$ cat src/rtl/wrrtq_pkg.sv
`timescale 1ns / 1ps
// Shared types and constants for the weighted round-robin task queue.
// Used by wrrtq_cell and weighted_round_robin_task_queue; no dependencies.
package wrrtq_pkg;

    // Queue depth (number of cells) and task id space
    localparam int MAX_TASKS = 16;
    localparam int ID_W      = 4;
    localparam int ID_COUNT  = 1 << ID_W;

    // Field widths
    localparam int CMD_W    = 3;
    localparam int WEIGHT_W = 8;
    localparam int BASE_W   = 10;
    localparam int SLICE_W  = BASE_W + WEIGHT_W;
    localparam int STATUS_W = 2;

    // Packed stream widths
    localparam int S_DATA_W = 16;
    localparam int M_DATA_W = 8;

    // Reset values
    localparam logic [BASE_W-1:0]   BASE_RESET   = 10'd25;
    localparam logic [WEIGHT_W-1:0] WEIGHT_RESET = 8'd1;

    typedef enum logic [CMD_W-1:0] {
        CMD_ENQUEUE = 3'd0,
        CMD_REMOVE  = 3'd1,
        CMD_YIELD   = 3'd2,
        CMD_WEIGHT  = 3'd3,
        CMD_TICK    = 3'd4
    } cmd_t;

    typedef enum logic [STATUS_W-1:0] {
        ST_OK     = 2'd0,
        ST_FULL   = 2'd1,
        ST_DUP    = 2'd2,
        ST_ABSENT = 2'd3
    } status_t;

    // One queue entry as held by a cell
    typedef struct packed {
        logic            valid;
        logic [ID_W-1:0] id;
    } link_t;

    // Broadcast command to every cell
    typedef struct packed {
        logic            enq;
        logic            rem;
        logic            rot;
        logic [ID_W-1:0] task_id;
    } cell_ctrl_t;

endpackage

$ cat src/rtl/wrrtq_cell.sv
`timescale 1ns / 1ps
// One run-queue slot: holds a task id and a valid bit, shifts toward the head.
// Depends on wrrtq_pkg for the entry and control structs.
module wrrtq_cell (
    input  logic                   aclk,
    input  logic                   aresetn,
    input  wrrtq_pkg::cell_ctrl_t  ctrl,
    input  wrrtq_pkg::link_t       right,      // neighbor one place toward the tail
    input  wrrtq_pkg::link_t       head,       // entry at the head cell
    input  logic                   prev_valid, // neighbor toward the head is occupied
    input  logic                   match_in,   // a cell nearer the head matched task_id
    output logic                   match_out,
    output wrrtq_pkg::link_t       q,
    output wrrtq_pkg::link_t       d
);

    wrrtq_pkg::link_t q_reg;
    wrrtq_pkg::link_t d_next;
    logic             hit;

    // Compare own id against the command's task id and extend the chain
    assign hit       = q_reg.valid && (q_reg.id == ctrl.task_id);
    assign match_out = match_in || hit;

    // Choose next entry: close a gap, fill the tail, or rotate
    always_comb begin
        d_next = q_reg;
        if (ctrl.rem && match_out) begin
            d_next = right;
        end else if (ctrl.enq && !q_reg.valid && prev_valid) begin
            d_next.valid = 1'b1;
            d_next.id    = ctrl.task_id;
        end else if (ctrl.rot && q_reg.valid) begin
            d_next = right.valid ? right : head;
        end
    end

    // Hold the entry; reset empties the slot
    always_ff @(posedge aclk) begin
        if (!aresetn) begin
            q_reg.valid <= 1'b0;
        end else begin
            q_reg <= d_next;
        end
    end

    assign q = q_reg;
    assign d = d_next;

endmodule

$ cat src/rtl/weighted_round_robin_task_queue.sv
`timescale 1ns / 1ps
// Weighted round-robin run queue: top level with cell chain, weights and slices.
// Depends on wrrtq_pkg and wrrtq_cell.
//
// Usage: each item on the s_ channel is one command (enqueue, remove, yield,
// set weight, timer tick). Every accepted item yields exactly one result item
// on the m_ channel carrying the head task, the empty flag, need_resched and
// a status code. The queue itself is a row of cells, one per slot, which
// shift toward the head on remove, yield and slice expiry, and fill at the
// first empty slot on enqueue; all cells act in the same cycle.
// The result is registered and appears in the cycle after its item is accepted.
// Throughput: one item per cycle unless a stalled receiver holds it; the
// combinational path runs through the head lookup, the base-times-weight
// multiply and the slice count-down. The result sits in an output register;
// s_tready stays high while that register is empty or is being drained, so a
// stalled receiver blocks new items only once a result is waiting.
// Reset (aresetn low, synchronous): queue empty, all weights one, all slices
// fresh, base_slice_ticks 25, no result pending. cfg_wr_en writes
// base_slice_ticks at any edge; write it only while the block is idle.
module weighted_round_robin_task_queue (
    input  logic                                aclk,
    input  logic                                aresetn,
    // s_tdata: command[2:0], task_id[6:3], weight[14:7], zero[15]
    input  logic                                s_tvalid,
    output logic                                s_tready,
    input  logic [wrrtq_pkg::S_DATA_W-1:0]      s_tdata,
    // m_tdata: head_task[3:0], queue_empty[4], need_resched[5], status[7:6]
    output logic                                m_tvalid,
    input  logic                                m_tready,
    output logic [wrrtq_pkg::M_DATA_W-1:0]      m_tdata,
    input  logic                                cfg_wr_en,
    input  logic [wrrtq_pkg::BASE_W-1:0]        cfg_wr_data
);

    localparam int N = wrrtq_pkg::MAX_TASKS;

    wrrtq_pkg::cmd_t                    cmd;
    logic [wrrtq_pkg::ID_W-1:0]         in_id;
    logic [wrrtq_pkg::WEIGHT_W-1:0]     in_weight;
    logic                               accept;

    wrrtq_pkg::link_t                   cell_q [N];
    wrrtq_pkg::link_t                   cell_d [N];
    wrrtq_pkg::link_t                   cell_right [N];
    logic [N:0]                         match;
    logic [N-1:0]                       q_valid;
    wrrtq_pkg::cell_ctrl_t              ctrl;
    logic                               found;

    logic [wrrtq_pkg::BASE_W-1:0]       base_reg;
    logic [wrrtq_pkg::WEIGHT_W-1:0]     weight_reg [wrrtq_pkg::ID_COUNT];
    logic [wrrtq_pkg::SLICE_W-1:0]      slice_reg [wrrtq_pkg::ID_COUNT];

    logic [wrrtq_pkg::BASE_W-1:0]       base_eff;
    logic [wrrtq_pkg::WEIGHT_W-1:0]     weight_eff;
    logic [wrrtq_pkg::SLICE_W-1:0]      full_slice;
    logic [wrrtq_pkg::SLICE_W-1:0]      slice_load;
    logic [wrrtq_pkg::SLICE_W-1:0]      slice_dec;
    logic                               tick_act;
    logic                               expire;
    wrrtq_pkg::status_t                 status;

    logic                               m_valid_reg;
    logic [wrrtq_pkg::M_DATA_W-1:0]     m_data_reg;
    logic [wrrtq_pkg::M_DATA_W-1:0]     m_data_next;

    // Unpack the input item
    assign cmd       = wrrtq_pkg::cmd_t'(s_tdata[2:0]);
    assign in_id     = s_tdata[6:3];
    assign in_weight = s_tdata[14:7];

    // Accept while the output register is free or draining
    assign s_tready = !m_valid_reg || m_tready;
    assign accept   = s_tvalid && s_tready;

    // Cell chain
    assign match[0] = 1'b0;
    assign found    = match[N];

    genvar gi;
    generate
        for (gi = 0; gi < N; gi++) begin : g_cell
            if (gi == N - 1) begin : g_last
                assign cell_right[gi] = '0;
            end else begin : g_mid
                assign cell_right[gi] = cell_q[gi+1];
            end
            assign q_valid[gi] = cell_q[gi].valid;

            wrrtq_cell u_cell (
                .aclk       (aclk),
                .aresetn    (aresetn),
                .ctrl       (ctrl),
                .right      (cell_right[gi]),
                .head       (cell_q[0]),
                .prev_valid ((gi == 0) ? 1'b1 : cell_q[(gi == 0) ? 0 : gi-1].valid),
                .match_in   (match[gi]),
                .match_out  (match[gi+1]),
                .q          (cell_q[gi]),
                .d          (cell_d[gi])
            );
        end
    endgenerate

    // Slice arithmetic for the head task
    assign base_eff   = (base_reg == '0) ? wrrtq_pkg::BASE_W'(1) : base_reg;
    assign weight_eff = (weight_reg[cell_q[0].id] == '0) ? wrrtq_pkg::WEIGHT_W'(1)
                                                          : weight_reg[cell_q[0].id];
    assign full_slice = wrrtq_pkg::SLICE_W'(base_eff) * wrrtq_pkg::SLICE_W'(weight_eff);
    assign slice_load = (slice_reg[cell_q[0].id] == '0) ? full_slice
                                                         : slice_reg[cell_q[0].id];
    assign slice_dec  = slice_load - wrrtq_pkg::SLICE_W'(1);
    assign expire     = (slice_dec == '0);
    assign tick_act   = accept && (cmd == wrrtq_pkg::CMD_TICK) && cell_q[0].valid;

    // Broadcast the command to the cells
    always_comb begin
        ctrl.task_id = in_id;
        ctrl.enq     = accept && (cmd == wrrtq_pkg::CMD_ENQUEUE) && !found;
        ctrl.rem     = accept && (cmd == wrrtq_pkg::CMD_REMOVE);
        ctrl.rot     = accept && ((cmd == wrrtq_pkg::CMD_YIELD) || (tick_act && expire));
    end

    // Status of the command
    always_comb begin
        status = wrrtq_pkg::ST_OK;
        case (cmd)
            wrrtq_pkg::CMD_ENQUEUE: begin
                if (found) begin
                    status = wrrtq_pkg::ST_DUP;
                end else if (cell_q[N-1].valid) begin
                    status = wrrtq_pkg::ST_FULL;
                end
            end
            wrrtq_pkg::CMD_REMOVE: begin
                if (!found) begin
                    status = wrrtq_pkg::ST_ABSENT;
                end
            end
            default: begin
                status = wrrtq_pkg::ST_OK;
            end
        endcase
    end

    // Build the result from the queue's next head
    always_comb begin
        m_data_next      = '0;
        m_data_next[3:0] = cell_d[0].valid ? cell_d[0].id : '0;
        m_data_next[4]   = !cell_d[0].valid;
        m_data_next[5]   = tick_act && expire;
        m_data_next[7:6] = status;
    end

    // Base slice register
    always_ff @(posedge aclk) begin
        if (!aresetn) begin
            base_reg <= wrrtq_pkg::BASE_RESET;
        end else if (cfg_wr_en) begin
            base_reg <= cfg_wr_data;
        end
    end

    // Weight and slice tables
    always_ff @(posedge aclk) begin
        if (!aresetn) begin
            for (int i = 0; i < wrrtq_pkg::ID_COUNT; i++) begin
                weight_reg[i] <= wrrtq_pkg::WEIGHT_RESET;
                slice_reg[i]  <= '0;
            end
        end else begin
            if (accept && (cmd == wrrtq_pkg::CMD_WEIGHT)) begin
                weight_reg[in_id] <= in_weight;
            end
            if (tick_act) begin
                slice_reg[cell_q[0].id] <= expire ? full_slice : slice_dec;
            end
        end
    end

    // Output register: load on accept, drop on take
    always_ff @(posedge aclk) begin
        if (!aresetn) begin
            m_valid_reg <= 1'b0;
        end else if (accept) begin
            m_valid_reg <= 1'b1;
        end else if (m_tready) begin
            m_valid_reg <= 1'b0;
        end
    end

    always_ff @(posedge aclk) begin
        if (accept) begin
            m_data_reg <= m_data_next;
        end
    end

    assign m_tvalid = m_valid_reg;
    assign m_tdata  = m_data_reg;

    // Occupied cells stay packed toward the head
    assert property (@(posedge aclk) disable iff (!aresetn)
        (q_valid[N-1:1] & ~q_valid[N-2:0]) == '0)
        else $error("gap in run queue cells");

    // An empty queue reports head zero
    assert property (@(posedge aclk) disable iff (!aresetn)
        (m_valid_reg && m_data_reg[4]) |-> (m_data_reg[3:0] == '0))
        else $error("empty queue with nonzero head");

    // Only a tick can raise need_resched
    assert property (@(posedge aclk) disable iff (!aresetn)
        (accept && (cmd != wrrtq_pkg::CMD_TICK)) |=> !m_data_reg[5])
        else $error("need_resched without tick");

    // Yield, weight and tick always report ok
    assert property (@(posedge aclk) disable iff (!aresetn)
        (accept && (cmd == wrrtq_pkg::CMD_YIELD || cmd == wrrtq_pkg::CMD_WEIGHT ||
                    cmd == wrrtq_pkg::CMD_TICK))
        |=> (m_data_reg[7:6] == wrrtq_pkg::ST_OK))
        else $error("error status on non-queue command");

endmodule

$ cat config.mk
export PLATFORM = sky130hd
export DESIGN_NAME = weighted_round_robin_task_queue
export DESIGN_NICKNAME = d
export VERILOG_FILES = /design/src/rtl/wrrtq_pkg.sv /design/src/rtl/wrrtq_cell.sv /design/src/rtl/weighted_round_robin_task_queue.sv
export SDC_FILE = /design/constraint.sdc
export NUM_CORES = 1
export LEC_CHECK = 0
export BUFFER_PORTS_ARGS = -buffer_cell sky130_fd_sc_hd__buf_4
export CORE_MARGIN = 4
export CORE_UTILIZATION = 61
export CTS_BUF_LIST = sky130_fd_sc_hd__clkbuf_4
export CTS_CLUSTER_DIAMETER = 100
export DETAILED_ROUTE_END_ITERATION = 10
export MAX_ROUTING_LAYER = met4
export PLACE_DENSITY = 0.84
export SLEW_MARGIN = 15
export SYNTH_ARGS = -nofsm -noshare
export SYNTH_HDL_FRONTEND = slang
export SYNTH_SLANG_ARGS = --single-unit
$ cat constraint.sdc
create_clock -name aclk -period 9.7 [get_ports aclk]
set_clock_uncertainty 0.15 [all_clocks]
set_input_delay 1.94 -clock aclk [delete_from_list [all_inputs] [get_ports aclk]]
set_output_delay 1.94 -clock aclk [all_outputs]
set_load 0.1 [all_outputs]
# == Yosys cells after proc, flatten, opt, wreduce, memory -nomap -nowiden ==
# Memory sizes are Yosys's and may differ from the RTL's. A register that Yosys moved wholly into a read port is not among the register bits.
# Index checks and enable logic that the tools add are counted.
# word_totals
reg_bits,99
ramBits,416
inputBits,31
elab_cells,312
memories,2
# op_classes
addsub,1
mul,1
n_eq_ne,20
muxes,87
bitwise,1
reduce_logical,164
# mem_list
name,depth,word_bits,rd,rd_clocked_by_memory_dff,write_ports,line,rtl
slice_reg,16,18,1,1,16,weighted_round_robin_task_queue.sv:52,logic [wrrtq_pkg::SLICE_W-1:0] slice_reg [wrrtq_pkg::ID_COUNT];
weight_reg,16,8,1,1,16,weighted_round_robin_task_queue.sv:51,logic [wrrtq_pkg::WEIGHT_W-1:0] weight_reg [wrrtq_pkg::ID_COUNT];
# op_table
operator,count
5-bit 2-to-1 mux,62
1-bit logical AND,88
4-bit equality test,16
18-bit 2-to-1 mux,3
3-bit nonzero test,15
18-bit logical NOT,2
2-bit AND reduction,15
1-bit logical NOT,19
10-bit by 8-bit multiplier with 18-bit output,1
18-bit OR reduction,1
18-bit by 1-bit subtractor with 18-bit output (second input constant),1
1-bit logical OR,17
4-bit 2-to-1 mux,4
8-bit 2-to-1 mux,2
1-bit 2-to-1 mux,12
10-bit logical NOT,1
10-bit 2-to-1 mux,1
8-bit logical NOT,1
8-bit OR reduction,1
3-bit by 2-bit equality test with 1-bit output (second input constant),2
2-bit 2-to-1 mux,2
2-bit one-hot mux with 2 select lines,1
2-bit nonzero test,2
3-bit by 1-bit equality test with 1-bit output (second input constant),1
4 further kinds,4

# == Logic depth before layout (Yosys ltp) ==
# logic_depth
depth_word,23
mapped_depth,35
depth_no_buf,27

# == Modules after synthesis ==
# Synthesis repeated with hierarchy kept, for this count alone.
# hier_totals
hier_cells,2409
area_unflattened_um2,29445.7
# by_module_without_submodules
module,n_inst,cells_per_inst,area_each_um2,seq_area_each_um2
weighted_round_robin_task_queue,1,1801,22839.4,12952.4
wrrtq_cell,16,38,412.9,140.1

# == Worst setup path after synthesis ==
# No wires, ideal clock.
# synth_path
kind,reg2reg
startpoint,register (tool-made name)
endpoint,"register g_cell[11].u_cell.q_reg, in the netlist g_cell[11].u_cell.q[0], enable pin"
setup_time_ps,350
arrival_ps,7941
required_time_ps,9200
slack_ps,1259
path_stages_with_launch,30
path_buffers,6
path_cell_list,dfxtp_1 > buf_2 > buf_6 > buf_4 > buf_2 > mux4_2 > mux2_2 > nand2_1 > o21ai_0 > a21oi_1 > clkbuf_1 > nor2b_1 > fa_1 > inv_1 > fa_1 > fa_1 > inv_1 > ha_1 > o21a_1 > o31a_1 > o31ai_1 > a211oi_1 > or2_2 > o311ai_0 > o31a_1 > o211a_1 > nor4b_1 > nand4_1 > clkbuf_1 > a41oi_1
# synth_lines
item,line,rtl
to (signal assigned),wrrtq_cell.sv:43,q_reg <= d_next;
to (decl),wrrtq_cell.sv:17,wrrtq_pkg::link_t q_reg;

==> metrics.txt <==
status=completed; initial drt markers=2718; Leak=between 10 and 15 nW; Final ANT Viol Nets=0; synth warn=0; Post-Syn Nets=2593; I/O Buffers=39; Slew @ Worst Pin=1210 ps; Reg area=0.0153 mm²; Max clock buf depth=3; Post-CTS Hold Fix Bufs=0; CTS H-tree lvls=4; detailed-route wire length per cell=23.3 µm; Buf/Inv on CP=6; Total Routed Length=roughly 76 mm; initial core utilization=0.621; sequential share of the synthesized area=0.538; Pre-antenna DRT Iters=7; Post-Place Cells=3012; Mapped Cells=2474; hold crit path type=flop to flop; most frequent cells in the layout=edfxtp_1, nor2_1, clkbuf_4; first-pass GRT wire length=roughly 120 mm; dpl hpwl=49.2 mm; layout cells sized above 1=0.168; most common cell after layout, fill and taps aside=edfxtp_1; Period Utilization, post-route=0.944; Multi-input gate area=roughly 0.012 mm²; number of synthesized flops with an enable pin=488; Yosys reg bits=519; final hold vios=0; Clock Pin Slew Worst Setup and Hold Paths=70 ps; post-cts sizing count=0; critical path's slowest cell=dfxtp_4; CP endpoint kind=flop; CP startpoint kind=flop; TritonCTS Buffers=132; vias in the first global route=21800; max cap viols=0; initial antenna violation count=1; CP Class=flop to flop; core area=about 0.046 mm²; largest net degree at the start of global routing=56; vias per inst=6.56; FFs w/ async S/R, synth=0; gp weighted congestion=0.918; overall routing resource usage=0.313; root buffer cell=clkbuf_4; Tmin final=9150 ps; Fin Setup TNS=0 ps; layout filler cell count=3211; main flop type after synthesis=edfxtp_1; Slew Limit Fails=0; post-place setup slack=about 510 ps; Die H=224 µm; Area Overhead vs Synth=9.38%; total grt overflow=0; arrival time worst endpoint=9660 ps; PD cells=about 170 mW/mm²; CTS sink count=519; Peak Freq=109 MHz; DRC Markers=0; Cell Area, Synth=0.0284 mm²; layout net count=between 2000 and 3000; Worst VDD drop=about 0.086 mV; Post-Layout Cell Count=about 3200; Slew headroom=0.192; worst-path maximum fanout=32; Site Rows=between 70 and 80; CTS tree=yes; post-route setup slack=545 ps; post-CTS setup buffers=0; Worst Path Required=around 10000 ps; Final setup viols=0; Die Span X=224 µm; Die ar.=0.0500 mm²; Distinct cells, synth=79; Vias=21300; crit-path max cell delay=around 760 ps; CP delay by family, top=simple AND/OR/NAND/NOR gates; Largest register FFs=288; post-synthesis average cell area=11.5 µm²; clk_lat worst skew=970 ps; Ports=41
[power breakdown]
part | leakage [nW] | switching [mW] | total, mW | internal [mW]
Sequential | 5.20 | 0.0351 | 2.54 | 2.50
Clock | 1.05 | 0.919 | 2.00 | 1.08
Combinational | 5.71 | 0.599 | 0.897 | 0.297
Total | 12.0 | 1.55 | 5.43 | 3.87
[worst min-delay path: cells and delay by family, from the launching register on]
| family | cells | cell delay [ps] |
|---|---|---|
| muxes | 1 | 70 |
| and+or+nand+nor | 1 | 60 |
| DFF | 1 | 330 |
[area by class of cell]
| cell class | instances | share of cell area |
|---|---|---|
| sequential | 519 | 0.493 |
| timing repair buffer | 91 | 0.0221 |
| tap | 600 | 0.0242 |
| multi-input combinational | 1697 | 0.391 |
| clock inverter | 35 | 0.00927 |
| antenna | 1 | 0.0000806 |
| inverter | 105 | 0.0127 |
| clock buffer | 200 | 0.0484 |
[per-stage QoR]
stage,instance area (µm²),power [mW],hold slack [ps],util
floorplan,28400,3.16,292,-
global placement,29100,3.40,311,0.638
detailed placement,29100,3.43,320,0.638
CTS,30900,5.41,338,0.677
global route,31000,5.66,384,0.680
finish,31000,5.43,343,0.680
[kinds of logic after synthesis]
| logic type | count (synthesis) | synth area share |
|---|---|---|
| adders and majority gates | 88 | 0.0515 |
| DFF | 519 | 0.538 |
| xor gates and xnor gates | 82 | 0.0253 |
| buffers and inverters | 258 | 0.0380 |
| muxes | 146 | 0.0932 |
| AOI/OAI and AO/OA | 396 | 0.0897 |
| and+or+nand+nor | 985 | 0.164 |
[path summary, 6_finish.rpt]
kind,start,to,slack (ps),cells past startpoint
worst max register to register,flop,g_cell[9].u_cell.q[2]$_DFFE_PP_,550,29
worst max-delay path,flop,g_cell[9].u_cell.q[2]$_DFFE_PP_,550,29
worst min-delay path,base_reg[0]$_SDFFE_PN1P_,base_reg[0]$_SDFFE_PN1P_,340,2
worst min register to register,base_reg[0]$_SDFFE_PN1P_,base_reg[0]$_SDFFE_PN1P_,340,2
[metal layers]
metal  part of all wire  track usage  vias up  routed length, µm
li1                   -            -     9203                  -
met1               0.36        0.393    10300              27300
met2               0.48        0.496     1569              36400
met3               0.12       0.0823      267               9370
met4              0.032        0.113        0               2410
met5                  0            -        -                  0
[synthesized netlist by cell type (13+ instances only)]
cell,count,share of area
edfxtp_1,488,0.52
nor2_1,438,0.058
nand2_1,163,0.022
and2_1,155,0.034
a21oi_1,118,0.021
inv_1,104,0.014
mux4_2,93,0.074
clkbuf_1,89,0.012
o22ai_1,66,0.015
xor2_1,57,0.018
nor3_1,50,0.0088
fa_1,48,0.034
o21ai_0,46,0.0081
mux2i_1,41,0.014
ha_1,40,0.018
nand2b_1,38,0.0084
buf_2,36,0.0063
a22oi_1,32,0.0085
dfxtp_1,31,0.022
nor4_1,29,0.0064
xnor2_1,25,0.0077
nand3_1,21,0.0037
nor2b_1,19,0.0042
buf_1,16,0.0021
a21boi_0,13,0.0034
nand3b_1,13,0.0034
or3_1,13,0.0029
(Power assumes the default switching activity.)
